===== src/sv/puct_pkg.sv =====
// Package for the prescaled up-counter timer.
// Holds the command codes, register offsets, config indexes and the state type.
// Used by the channel interfaces and the top level.
package puct_pkg;

   localparam int CmdWidth    = 2;
   localparam int OffsetWidth = 8;
   localparam int DataWidth   = 32;
   localparam int CyclesWidth = 16;
   localparam int HzWidth     = 28;
   localparam int CsrIdxWidth = 2;
   localparam int AccWidth    = 64;
   localparam int DenWidth    = 60;
   localparam int MplWidth    = 33;
   localparam int TcWidth     = 44;

   typedef enum logic [CmdWidth-1:0] {
      CMD_READ  = 2'd0,
      CMD_WRITE = 2'd1,
      CMD_TICK  = 2'd2,
      CMD_NOP   = 2'd3
   } cmd_type;

   localparam logic [OffsetWidth-1:0] OFF_CR1   = 8'h00;
   localparam logic [OffsetWidth-1:0] OFF_CR2   = 8'h04;
   localparam logic [OffsetWidth-1:0] OFF_SMCR  = 8'h08;
   localparam logic [OffsetWidth-1:0] OFF_DIER  = 8'h0C;
   localparam logic [OffsetWidth-1:0] OFF_SR    = 8'h10;
   localparam logic [OffsetWidth-1:0] OFF_EGR   = 8'h14;
   localparam logic [OffsetWidth-1:0] OFF_CCMR1 = 8'h18;
   localparam logic [OffsetWidth-1:0] OFF_CCMR2 = 8'h1C;
   localparam logic [OffsetWidth-1:0] OFF_CCER  = 8'h20;
   localparam logic [OffsetWidth-1:0] OFF_CNT   = 8'h24;
   localparam logic [OffsetWidth-1:0] OFF_PSC   = 8'h28;
   localparam logic [OffsetWidth-1:0] OFF_ARR   = 8'h2C;
   localparam logic [OffsetWidth-1:0] OFF_CCR1  = 8'h34;
   localparam logic [OffsetWidth-1:0] OFF_CCR2  = 8'h38;
   localparam logic [OffsetWidth-1:0] OFF_CCR3  = 8'h3C;
   localparam logic [OffsetWidth-1:0] OFF_CCR4  = 8'h40;

   localparam logic [CsrIdxWidth-1:0] CSR_TIMER_HZ = 2'd0;
   localparam logic [CsrIdxWidth-1:0] CSR_BUS_HZ   = 2'd1;
   localparam logic [CsrIdxWidth-1:0] CSR_CLK_EN   = 2'd2;

   localparam logic [HzWidth-1:0]   DEFAULT_HZ     = 28'd16000000;
   localparam logic [DataWidth-1:0] TOP_WHEN_ZERO  = 32'h0000FFFF;

   typedef enum logic [2:0] {
      ST_IDLE,
      ST_EXEC,
      ST_MUL,
      ST_DIV,
      ST_ADV1,
      ST_ADV2,
      ST_FIN
   } state_type;

endpackage


===== src/sv/puct_req_if.sv =====
// Request channel of the timer: command word with valid/ready.
// Depends on puct_pkg for the field widths.
interface puct_req_if;
   import puct_pkg::*;
   logic                   valid;
   logic                   ready;
   logic [CmdWidth-1:0]    command;
   logic [OffsetWidth-1:0] register_offset;
   logic [DataWidth-1:0]   write_data;
   logic [CyclesWidth-1:0] tick_cycles;
   modport source (output valid, command, register_offset, write_data, tick_cycles,
                   input ready);
   modport sink (input valid, command, register_offset, write_data, tick_cycles,
                 output ready);
endinterface


===== src/sv/puct_rsp_if.sv =====
// Response channel of the timer: read data and interrupt level with valid/ready.
// Depends on puct_pkg for the field widths.
interface puct_rsp_if;
   import puct_pkg::*;
   logic                 valid;
   logic                 ready;
   logic [DataWidth-1:0] read_data;
   logic                 irq_pending;
   modport source (output valid, read_data, irq_pending, input ready);
   modport sink (input valid, read_data, irq_pending, output ready);
endinterface


===== src/sv/puct_csr_if.sv =====
// Configuration write channel of the timer: register index and data.
// Depends on puct_pkg for the field widths.
interface puct_csr_if;
   import puct_pkg::*;
   logic                   valid;
   logic                   ready;
   logic [CsrIdxWidth-1:0] reg_index;
   logic [HzWidth-1:0]     wdata;
   modport source (output valid, reg_index, wdata, input ready);
   modport sink (input valid, reg_index, wdata, output ready);
endinterface


===== src/sv/prescaled_up_counter_timer.sv =====
// Top level of the prescaled up-counter timer: register bank, shift-add
// multiplier, radix-2 divider and counter update. Depends on puct_pkg and the
// three channel interfaces.
//
// Usage: each request word is a register read or write, a no-op or a tick of
// a number of bus cycles; each produces exactly one response word carrying the
// read data (zero unless a read) and the interrupt level after the request.
// The csr channel sets the timer clock, the bus clock and the clock gate and is
// always ready; it is to be written by the user only while the timer is idle,
// which the block does not enforce. A read, write or disabled tick passes from
// acceptance through the execute and finish states to the response register.
// An enabled tick runs a bit-serial multiply and a bit-serial divide, then the
// counter update states ADV1 and ADV2, plus another divide when the remaining
// advance carries the count past the top. One request is processed at a time.
// The response sits in an output register; the next request is accepted while
// it waits, and a finished request holds in its last state until the receiver
// takes the previous response.
// Reset zeroes the register bank, accumulator and response valid except the
// reload value (all ones), sets both clocks to 16 MHz and opens the clock gate.
module prescaled_up_counter_timer (
   input logic         clock,
   input logic         reset,
   puct_req_if.sink    req_bus,
   puct_rsp_if.source  rsp_bus,
   puct_csr_if.sink    csr_bus
);
   import puct_pkg::*;

   state_type state_ff, state_in;

   logic [HzWidth-1:0]   tclk_ff, tclk_in, bclk_ff, bclk_in;
   logic                 clken_ff, clken_in;
   logic [DataWidth-1:0] cr1_ff, cr1_in, cr2_ff, cr2_in, smcr_ff, smcr_in;
   logic [DataWidth-1:0] dier_ff, dier_in, sr_ff, sr_in;
   logic [DataWidth-1:0] ccmr1_ff, ccmr1_in, ccmr2_ff, ccmr2_in, ccer_ff, ccer_in;
   logic [DataWidth-1:0] cnt_ff, cnt_in, psc_ff, psc_in, arr_ff, arr_in;
   logic [DataWidth-1:0] ccr_ff [4];
   logic [DataWidth-1:0] ccr_in [4];
   logic [AccWidth-1:0]  acc_ff, acc_in;

   cmd_type                item_cmd_ff, item_cmd_in;
   logic [OffsetWidth-1:0] item_off_ff, item_off_in;
   logic [DataWidth-1:0]   item_data_ff, item_data_in;
   logic [CyclesWidth-1:0] item_cyc_ff, item_cyc_in;

   logic [MplWidth-1:0]    mpl_ff, mpl_in;
   logic [DenWidth-1:0]    mcand_ff, mcand_in;
   logic [CyclesWidth-1:0] cyc_sh_ff, cyc_sh_in;
   logic [TcWidth-1:0]     tc_ff, tc_in;
   logic [DenWidth-1:0]    den_ff, den_in;
   logic [DenWidth-1:0]    rem_ff, rem_in;
   logic [AccWidth-1:0]    q_ff, q_in;
   logic [5:0]             step_ff, step_in;
   logic                   mod_ff, mod_in;

   logic                 rsp_valid_ff, rsp_valid_in;
   logic [DataWidth-1:0] rsp_data_ff, rsp_data_in;
   logic                 rsp_irq_ff, rsp_irq_in;
   logic [DataWidth-1:0] rd_ff, rd_in;

   logic                 req_fire;
   logic                 rsp_load;
   logic [DenWidth:0]    div_sh;
   logic [DenWidth:0]    div_diff;
   logic                 div_ge;
   logic [DataWidth:0]   top;
   logic [DataWidth:0]   to_wrap;
   logic [DataWidth-1:0] rd_val;

   assign req_bus.ready   = (state_ff == ST_IDLE);
   assign req_fire        = req_bus.valid & req_bus.ready;
   assign csr_bus.ready   = 1'b1;
   assign rsp_bus.valid   = rsp_valid_ff;
   assign rsp_bus.read_data   = rsp_data_ff;
   assign rsp_bus.irq_pending = rsp_irq_ff;

   assign div_sh   = {rem_ff, q_ff[AccWidth-1]};
   assign div_diff = div_sh - {1'b0, den_ff};
   assign div_ge   = (div_sh >= {1'b0, den_ff});
   assign top      = (arr_ff != '0) ? {1'b0, arr_ff} : {1'b0, TOP_WHEN_ZERO};
   assign to_wrap  = top - {1'b0, cnt_ff} + 33'd1;
   assign rsp_load = (state_ff == ST_FIN) && (!rsp_valid_ff || rsp_bus.ready);

   always_comb begin
      case (item_off_ff)
         OFF_CR1:   rd_val = cr1_ff;
         OFF_CR2:   rd_val = cr2_ff;
         OFF_SMCR:  rd_val = smcr_ff;
         OFF_DIER:  rd_val = dier_ff;
         OFF_SR:    rd_val = sr_ff;
         OFF_CCMR1: rd_val = ccmr1_ff;
         OFF_CCMR2: rd_val = ccmr2_ff;
         OFF_CCER:  rd_val = ccer_ff;
         OFF_CNT:   rd_val = cnt_ff;
         OFF_PSC:   rd_val = psc_ff;
         OFF_ARR:   rd_val = arr_ff;
         OFF_CCR1:  rd_val = ccr_ff[0];
         OFF_CCR2:  rd_val = ccr_ff[1];
         OFF_CCR3:  rd_val = ccr_ff[2];
         OFF_CCR4:  rd_val = ccr_ff[3];
         default:   rd_val = '0;
      endcase
   end

   always_comb begin
      state_in = state_ff;
      tclk_in = tclk_ff;   bclk_in = bclk_ff;   clken_in = clken_ff;
      cr1_in = cr1_ff;     cr2_in = cr2_ff;     smcr_in = smcr_ff;
      dier_in = dier_ff;   sr_in = sr_ff;
      ccmr1_in = ccmr1_ff; ccmr2_in = ccmr2_ff; ccer_in = ccer_ff;
      cnt_in = cnt_ff;     psc_in = psc_ff;     arr_in = arr_ff;
      ccr_in = ccr_ff;     acc_in = acc_ff;
      item_cmd_in = item_cmd_ff;   item_off_in = item_off_ff;
      item_data_in = item_data_ff; item_cyc_in = item_cyc_ff;
      mpl_in = mpl_ff;     mcand_in = mcand_ff; cyc_sh_in = cyc_sh_ff;
      tc_in = tc_ff;       den_in = den_ff;     rem_in = rem_ff;
      q_in = q_ff;         step_in = step_ff;   mod_in = mod_ff;
      rd_in = rd_ff;
      rsp_valid_in = rsp_valid_ff & ~rsp_bus.ready;
      rsp_data_in = rsp_data_ff;
      rsp_irq_in = rsp_irq_ff;

      if (csr_bus.valid) begin
         case (csr_bus.reg_index)
            CSR_TIMER_HZ: tclk_in = csr_bus.wdata;
            CSR_BUS_HZ:   bclk_in = csr_bus.wdata;
            CSR_CLK_EN:   clken_in = csr_bus.wdata[0];
            default: ;
         endcase
      end

      case (state_ff)
         ST_IDLE: begin
            if (req_fire) begin
               item_cmd_in  = cmd_type'(req_bus.command);
               item_off_in  = req_bus.register_offset;
               item_data_in = req_bus.write_data;
               item_cyc_in  = req_bus.tick_cycles;
               state_in     = ST_EXEC;
            end
         end
         ST_EXEC: begin
            rd_in    = '0;
            state_in = ST_FIN;
            case (item_cmd_ff)
               CMD_READ: rd_in = rd_val;
               CMD_WRITE: begin
                  case (item_off_ff)
                     OFF_CR1:   cr1_in = item_data_ff;
                     OFF_CR2:   cr2_in = item_data_ff;
                     OFF_SMCR:  smcr_in = item_data_ff;
                     OFF_DIER:  dier_in = item_data_ff;
                     OFF_SR:    sr_in = sr_ff & ~item_data_ff;
                     OFF_EGR: begin
                        if (item_data_ff[0]) begin
                           cnt_in   = '0;
                           sr_in[0] = 1'b1;
                        end
                     end
                     OFF_CCMR1: ccmr1_in = item_data_ff;
                     OFF_CCMR2: ccmr2_in = item_data_ff;
                     OFF_CCER:  ccer_in = item_data_ff;
                     OFF_CNT:   cnt_in = item_data_ff;
                     OFF_PSC:   psc_in = item_data_ff;
                     OFF_ARR:   arr_in = item_data_ff;
                     OFF_CCR1:  ccr_in[0] = item_data_ff;
                     OFF_CCR2:  ccr_in[1] = item_data_ff;
                     OFF_CCR3:  ccr_in[2] = item_data_ff;
                     OFF_CCR4:  ccr_in[3] = item_data_ff;
                     default: ;
                  endcase
               end
               CMD_TICK: begin
                  if (cr1_ff[0] && clken_ff && bclk_ff != '0) begin
                     // Divisor and dividend are built together, one
                     // multiplier bit per cycle.
                     mpl_in    = {1'b0, psc_ff} + 33'd1;
                     mcand_in  = DenWidth'(bclk_ff);
                     cyc_sh_in = item_cyc_ff;
                     tc_in     = TcWidth'(tclk_ff);
                     den_in    = '0;
                     q_in      = acc_ff;
                     step_in   = '0;
                     state_in  = ST_MUL;
                  end
               end
               default: ;
            endcase
         end
         ST_MUL: begin
            if (mpl_ff[0]) den_in = den_ff + mcand_ff;
            if (cyc_sh_ff[0]) q_in = q_ff + AccWidth'(tc_ff);
            mcand_in  = {mcand_ff[DenWidth-2:0], 1'b0};
            mpl_in    = {1'b0, mpl_ff[MplWidth-1:1]};
            tc_in     = {tc_ff[TcWidth-2:0], 1'b0};
            cyc_sh_in = {1'b0, cyc_sh_ff[CyclesWidth-1:1]};
            step_in   = step_ff + 6'd1;
            if (step_ff == 6'(MplWidth - 1)) begin
               rem_in   = '0;
               step_in  = '0;
               mod_in   = 1'b0;
               state_in = ST_DIV;
            end
         end
         ST_DIV: begin
            rem_in  = div_ge ? div_diff[DenWidth-1:0] : div_sh[DenWidth-1:0];
            q_in    = {q_ff[AccWidth-2:0], div_ge};
            step_in = step_ff + 6'd1;
            if (step_ff == 6'(AccWidth - 1)) begin
               if (mod_ff) begin
                  cnt_in   = rem_in[DataWidth-1:0];
                  state_in = ST_FIN;
               end else begin
                  acc_in   = AccWidth'(rem_in);
                  state_in = ST_ADV1;
               end
            end
         end
         ST_ADV1: begin
            if (q_ff == '0) begin
               state_in = ST_FIN;
            end else begin
               if ({1'b0, cnt_ff} >= top) begin
                  cnt_in   = '0;
                  sr_in[0] = 1'b1;
                  q_in     = q_ff - 64'd1;
               end
               state_in = ST_ADV2;
            end
         end
         ST_ADV2: begin
            if (q_ff < AccWidth'(to_wrap)) begin
               cnt_in   = cnt_ff + q_ff[DataWidth-1:0];
               state_in = ST_FIN;
            end else begin
               // Past the first wrap the count is the remainder by the period.
               sr_in[0] = 1'b1;
               q_in     = q_ff - AccWidth'(to_wrap);
               den_in   = DenWidth'(top) + 60'd1;
               rem_in   = '0;
               step_in  = '0;
               mod_in   = 1'b1;
               state_in = ST_DIV;
            end
         end
         ST_FIN: begin
            if (rsp_load) begin
               rsp_valid_in = 1'b1;
               rsp_data_in  = rd_ff;
               rsp_irq_in   = sr_ff[0] & dier_ff[0];
               state_in     = ST_IDLE;
            end
         end
         default: state_in = ST_IDLE;
      endcase
   end

   always_ff @(posedge clock) begin
      if (reset) begin
         state_ff <= ST_IDLE;
         tclk_ff <= DEFAULT_HZ;  bclk_ff <= DEFAULT_HZ;  clken_ff <= 1'b1;
         cr1_ff <= '0;   cr2_ff <= '0;   smcr_ff <= '0;  dier_ff <= '0;
         sr_ff <= '0;    ccmr1_ff <= '0; ccmr2_ff <= '0; ccer_ff <= '0;
         cnt_ff <= '0;   psc_ff <= '0;   arr_ff <= '1;
         ccr_ff <= '{default: '0};
         acc_ff <= '0;
         rsp_valid_ff <= 1'b0;
      end else begin
         state_ff <= state_in;
         tclk_ff <= tclk_in;  bclk_ff <= bclk_in;  clken_ff <= clken_in;
         cr1_ff <= cr1_in;    cr2_ff <= cr2_in;    smcr_ff <= smcr_in;
         dier_ff <= dier_in;  sr_ff <= sr_in;
         ccmr1_ff <= ccmr1_in; ccmr2_ff <= ccmr2_in; ccer_ff <= ccer_in;
         cnt_ff <= cnt_in;    psc_ff <= psc_in;    arr_ff <= arr_in;
         ccr_ff <= ccr_in;
         acc_ff <= acc_in;
         rsp_valid_ff <= rsp_valid_in;
      end
   end

   always_ff @(posedge clock) begin
      item_cmd_ff <= item_cmd_in;   item_off_ff <= item_off_in;
      item_data_ff <= item_data_in; item_cyc_ff <= item_cyc_in;
      mpl_ff <= mpl_in;   mcand_ff <= mcand_in; cyc_sh_ff <= cyc_sh_in;
      tc_ff <= tc_in;     den_ff <= den_in;     rem_ff <= rem_in;
      q_ff <= q_in;       step_ff <= step_in;   mod_ff <= mod_in;
      rd_ff <= rd_in;
      rsp_data_ff <= rsp_data_in;
      rsp_irq_ff <= rsp_irq_in;
   end

   // The partial remainder always stays below the divisor.
   a_rem_below_den: assert property (@(posedge clock) disable iff (reset)
      (state_ff == ST_DIV) |-> (rem_ff < den_ff))
      else $error("divider remainder reached the divisor");

   // The response carries the interrupt level seen when it was loaded.
   a_irq_loaded: assert property (@(posedge clock) disable iff (reset)
      rsp_load |=> (rsp_irq_ff == ($past(sr_ff[0]) & $past(dier_ff[0]))))
      else $error("response interrupt level does not match status");

   // A pending response is never overwritten by a finishing request.
   a_no_overwrite: assert property (@(posedge clock) disable iff (reset)
      (rsp_valid_ff && !rsp_bus.ready) |=> (rsp_valid_ff && $stable(rsp_data_ff)))
      else $error("pending response was lost");

endmodule

===== src/flat_wrapper.sv =====
// flat-port wrapper written by rule: the top's interface ports become plain ports
module prescaled_up_counter_timer_flat import puct_pkg::*;
  (clock, reset, req_bus_valid, req_bus_command, req_bus_register_offset, req_bus_write_data, req_bus_tick_cycles, req_bus_ready, rsp_bus_valid, rsp_bus_read_data, rsp_bus_irq_pending, rsp_bus_ready, csr_bus_valid, csr_bus_reg_index, csr_bus_wdata, csr_bus_ready);
  puct_req_if req_bus_i ();
  puct_rsp_if rsp_bus_i ();
  puct_csr_if csr_bus_i ();
  input logic clock;
  input logic reset;
  input wire logic [$bits(req_bus_i.valid)-1:0] req_bus_valid;
  input wire logic [$bits(req_bus_i.command)-1:0] req_bus_command;
  input wire logic [$bits(req_bus_i.register_offset)-1:0] req_bus_register_offset;
  input wire logic [$bits(req_bus_i.write_data)-1:0] req_bus_write_data;
  input wire logic [$bits(req_bus_i.tick_cycles)-1:0] req_bus_tick_cycles;
  output wire logic [$bits(req_bus_i.ready)-1:0] req_bus_ready;
  output wire logic [$bits(rsp_bus_i.valid)-1:0] rsp_bus_valid;
  output wire logic [$bits(rsp_bus_i.read_data)-1:0] rsp_bus_read_data;
  output wire logic [$bits(rsp_bus_i.irq_pending)-1:0] rsp_bus_irq_pending;
  input wire logic [$bits(rsp_bus_i.ready)-1:0] rsp_bus_ready;
  input wire logic [$bits(csr_bus_i.valid)-1:0] csr_bus_valid;
  input wire logic [$bits(csr_bus_i.reg_index)-1:0] csr_bus_reg_index;
  input wire logic [$bits(csr_bus_i.wdata)-1:0] csr_bus_wdata;
  output wire logic [$bits(csr_bus_i.ready)-1:0] csr_bus_ready;
  assign req_bus_i.valid = req_bus_valid;
  assign req_bus_i.command = req_bus_command;
  assign req_bus_i.register_offset = req_bus_register_offset;
  assign req_bus_i.write_data = req_bus_write_data;
  assign req_bus_i.tick_cycles = req_bus_tick_cycles;
  assign req_bus_ready = req_bus_i.ready;
  assign rsp_bus_valid = rsp_bus_i.valid;
  assign rsp_bus_read_data = rsp_bus_i.read_data;
  assign rsp_bus_irq_pending = rsp_bus_i.irq_pending;
  assign rsp_bus_i.ready = rsp_bus_ready;
  assign csr_bus_i.valid = csr_bus_valid;
  assign csr_bus_i.reg_index = csr_bus_reg_index;
  assign csr_bus_i.wdata = csr_bus_wdata;
  assign csr_bus_ready = csr_bus_i.ready;
  prescaled_up_counter_timer u_core (.clock(clock), .reset(reset), .req_bus(req_bus_i), .rsp_bus(rsp_bus_i), .csr_bus(csr_bus_i));
endmodule

===== config.mk =====
export PLATFORM = sky130hd
export DESIGN_NAME = prescaled_up_counter_timer_flat
export DESIGN_NICKNAME = d
export VERILOG_FILES = /design/src/sv/puct_pkg.sv /design/src/sv/puct_req_if.sv /design/src/sv/puct_rsp_if.sv /design/src/sv/puct_csr_if.sv /design/src/sv/prescaled_up_counter_timer.sv /design/src/flat_wrapper.sv
export SDC_FILE = /design/constraint.sdc
export NUM_CORES = 2
export LEC_CHECK = 0
export BUFFER_PORTS_ARGS = -buffer_cell sky130_fd_sc_hd__buf_2
export CELL_PAD_IN_SITES_DETAIL_PLACEMENT = 1
export CELL_PAD_IN_SITES_GLOBAL_PLACEMENT = 1
export CORE_MARGIN = 2
export CORE_UTILIZATION = 37
export DETAILED_ROUTE_END_ITERATION = 6
export MAX_ROUTING_LAYER = met4
export PLACE_DENSITY_LB_ADDON = 0.1
export SLEW_MARGIN = 20
export SYNTH_ARGS = -nofsm -noshare
export SYNTH_HDL_FRONTEND = slang
export SYNTH_SLANG_ARGS = --single-unit

===== constraint.sdc =====
create_clock -name clock -period 12.71 [get_ports clock]
set_clock_uncertainty 0.1 [all_clocks]
set_input_delay 1.271 -clock clock [delete_from_list [all_inputs] [get_ports clock]]
set_output_delay 1.271 -clock clock [all_outputs]
set_load 0.005 [all_outputs]

==> run summary <==
The normalized max-slew margin came out at 16.4%. The internal cell power came out at between 10 and 15 mW. The maximum count of clock buffers along a single path came out at 3.

The half-perimeter wire length after placement came out at 198000 um. On the critical path, the stage with the largest delay is an instance of nor2_4. Relative to the synthesized area, the layout overhead comes to 11.1%.

In the synthesized netlist the dominant register cell turns out to be dfxtp_1. The clock network latency to the later pin of the worst-skew pair came out at between 0.8 and 0.9 ns. Summed over all nets, the switching power comes to around 11 mW. Summed over all cells, the static leakage comes to ~26 nW. The data required time at the worst endpoint came out at about 13 ns. The top-level port count is about 130. The number of sinks handled by clock tree synthesis came out at around 1100. Setup repair after global routing left no endpoint under its margin. The total via count in the routed design is slightly below 60000. The endpoint arrival time on the critical path is between 9 and 10 ns. The worst hold path belongs to the class reg2reg. In the post-synthesis netlist, the biggest area contributors are edfxtp_1 (22%), dfxtp_1 (19%), nand2_1 (9.2%).

For the pin with the worst max-slew slack, the measured transition is approximately 1.3 ns. For this run, the detailed router's first-pass iteration total came to 7. The critical path's largest stage delay came out at around 0.74 ns. Dividing the detail-routed wire length by the instance count gives just under 30 um. The checks that failed: DRC. In this run, the number of DRC markers left after iteration 0 of detailed routing was about 5000. The non-filler instance count after layout came out at between 9000 and 10000. The full die area is between 150000 and 200000 um^2. The switching share of power came out at between 40% and 50%. The overall fraction of global-route tracks in use came out at roughly 32%.

The area of the mapped netlist is 62700 um^2. The global-route wire length before repair is between 400000 and 500000 um. The number of global-route vias before repair came out at around 58000. The sequential share of power came out at roughly 24%. The total setup violations reported at the end of the flow is 0.

For this run, the top clock speed supported by timing is between 100 and 150 MHz. The fraction of layout instances using a drive strength above 1 came out at approximately 7.5%. For this run, the number of Yosys warnings is 0.

The total of cells resized after clock tree synthesis came out at 0. Entering global routing, the biggest net connects 85 pins. The clock group share of total power is 17.0%.

TritonCTS built the clock tree. In the synthesized netlist, the cells that appear most often are nand2_1 (1537), a21oi_1 (813), dfxtp_1 (601). The number of endpoints with negative hold slack in the final report was 0. The number of placed instances with taps included came out at slightly above 9000. TritonCTS created between 100 and 150 clock buffers. The H-tree generated during clock tree synthesis spans 4 levels. The peak ir drop on the vdd network is approximately 0.0002 V. The y dimension of the die is 416 um.

The count of final max-slew check failures is 0. At the end of the flow, the number of nets in the layout was 7675. The initial antenna violation count came out at 6. The run finished, with violations left. Summed over all failing endpoints, the final setup total negative slack is 0 ns. For this design the ratio of total power to cell area is about 320 nW/um^2. The critical path is of the reg2reg type. The count of nets left with antenna violations once routing finished came out at 0. For this run the aggregate overflow at the end of global routing stands at 0. The count of max-cap constraint violations is 0.

The routed via count divided by cell count came out at between 6 and 7. The number of distinct standard cells referenced by the synthesized netlist is 96. The hold buffer count at cts is 0.

The combined area of the multi-input logic cells came out at approximately 34000 um^2. The final core utilization is between 40% and 50%. The logic gate share of total power came out at between 50 and 60%.

CTS placed an instance of clkbuf_16 at the clock tree root. The routed design has about 280000 um of wire. The area of the core came out at 169000 um^2. After detailed routing, the number of remaining DRC violations is 9.

The fraction of the yosys area taken by sequential cells is about two fifths. The horizontal die dimension came out at 416 um. STA classifies the critical path endpoint as a flip-flop. The library cell with the highest instance count after synthesis is nand2_1.

A synthesized cell averages 8.52 um^2. The finished cells cover approximately 70000 um^2. The area share of the largest cell type after synthesis came out at 22.4%. The share of async-settable or async-resettable flops after synthesis came out at 0%. The worst setup path is launched from a flip-flop. The number of enable flip-flop cells after synthesis is 467.

The placed standard-cell area came out at ~65000 um^2. The highest fanout seen on the critical path is 40. The initial core utilization came out at a little under two fifths. The routability congestion estimate from global placement is approximately 0.94. The clock edge transition at the registers on the reported setup and hold paths is around 0.060 ns. In this run the core area contains ~150 standard-cell rows.

The shortest clock period the worst path allows after layout is between 9 and 10 ns. Summed over all instances, the cell type with the most area after synthesis is edfxtp_1. The number of buffers added for setup after CTS came out at 0.

The synthesized net count is between 7000 and 8000. The count of input and output buffers came out at between 100 and 150. The number of instances in the synthesized netlist is roughly 7400. The area occupied by registers came out at 26100 um^2. The fill cell instance count of the final layout is just under 20000. The worst path uses 75.3% of the clock period.

Counting flops and latches in the post-synthesis netlist gives between 1000 and 1500. Counting stages on the worst path, the most repeated cell is ha_1.
[cell families (layout without fill, tap and decap cells)]
| logic type | count (synthesis) | after routing | share of synthesized area, % |
|---|---|---|---|
| AOI/OAI and AO/OA | 2179 | 2179 | 22.5 |
| xor gates and xnor gates | 344 | 344 | 4.81 |
| adders and majority gates | 344 | 344 | 6.93 |
| buffers and inverters | 692 | 686 | 4.28 |
| DFF | 1068 | 1068 | 41.6 |
| muxes | 53 | 53 | 0.854 |
| other | 1 | 5 | 0.00598 |
| and+or+nand+nor | 2676 | 2676 | 19.0 |
[per-layer routing]
| layer | GRT usage (%) | vias up | part of all wire [%] |
|---|---|---|---|
| met5 | - | - | 0 |
| met4 | 12.8 | 0 | 4.4 |
| met3 | 3.83 | 447 | 5.1 |
| met2 | 52.1 | 1635 | 47 |
| met1 | 40.8 | 29300 | 43 |
| li1 | - | 26500 | - |
[final cells by class]
class                      count  area share [%]
multi-input combinational   5597            49.2
tap                         2218            3.98
sequential                  1068            37.4
timing repair buffer         235            2.11
antenna                        4          0.0144
inverter                     210            1.14
clock inverter                54           0.817
clock buffer                 187            5.33
[power by group through the flow]
stage / Combinational [mW] / Clock, mW / Sequential, mW
finish: 13.2 / 3.83 / 5.41
global route: 14.5 / 4.02 / 5.46
CTS: 13.2 / 3.89 / 5.39
detailed placement: 13.1 / 0 / 5.46
global placement: 12.9 / 0 / 5.45
floorplan: 9.44 / 0 / 4.91
[registers in the layout, summed over array words and instances, names as in the netlist, 33 cells and up]
| signal | flops |
|---|---|
| u_core.den_ff | 60 |
| u_core.q_ff | 64 |
| u_core.mcand_ff | 60 |
| u_core.tc_ff | 44 |
| u_core.ccr_ff | 128 |
| u_core.acc_ff | 60 |
| u_core.rem_ff | 60 |
| u_core.mpl_ff | 33 |
[layout by cell type, fill, tap and decap left out, types with 69 or more instances in the layout]
master / count
nand2_1: 1530
o21ai_0: 295
a21oi_1: 811
clkbuf_16: 136
ha_1: 331
a31oi_1: 96
and3_1: 162
a22o_1: 69
nor2_1: 323
a221oi_1: 87
xnor2_1: 200
buf_2: 126
inv_1: 207
a22oi_1: 93
xor2_1: 144
nand3_1: 149
buf_4: 107
edfxtp_1: 467
nor3_1: 78
a21o_1: 225
dfxtp_1: 598
[path summary, 6_finish.rpt]
kind,cells past startpoint,start,slack [ns],endpoint
worst max-delay path,27,u_core.arr_ff[29],3.14,u_core.q_ff[3]
worst min-delay path,0,u_core.rd_ff[23],0.31,u_core.rsp_bus.read_data[23]
worst max register to register,27,u_core.arr_ff[29],3.14,u_core.q_ff[3]
worst min register to register,0,u_core.rd_ff[23],0.31,u_core.rsp_bus.read_data[23]
[worst max-delay path: cells and delay by family, from the launching register on]
| kind | cells | cell delay (ns) |
|---|---|---|
| flip-flops | 1 | 0.38 |
| buffers and inverters | 2 | 0.93 |
| adder cells (fa/ha/maj) | 4 | 1.34 |
| AND/OR/NAND/NOR | 11 | 3.47 |
| AO/OA/AOI/OAI | 10 | 2.87 |
[stage by stage]
stage	power [mW]	hold slack, ns	setup WS, ns
after floorplan	14.4	0.300	3.52
after global placement	18.4	0.302	3.19
after detailed placement	18.5	0.305	3.14
after CTS	22.4	0.314	3.10
after global routing	24.0	0.318	2.57
final	22.5	0.311	3.14
Note: power is estimated with default switching activity, not from simulation.
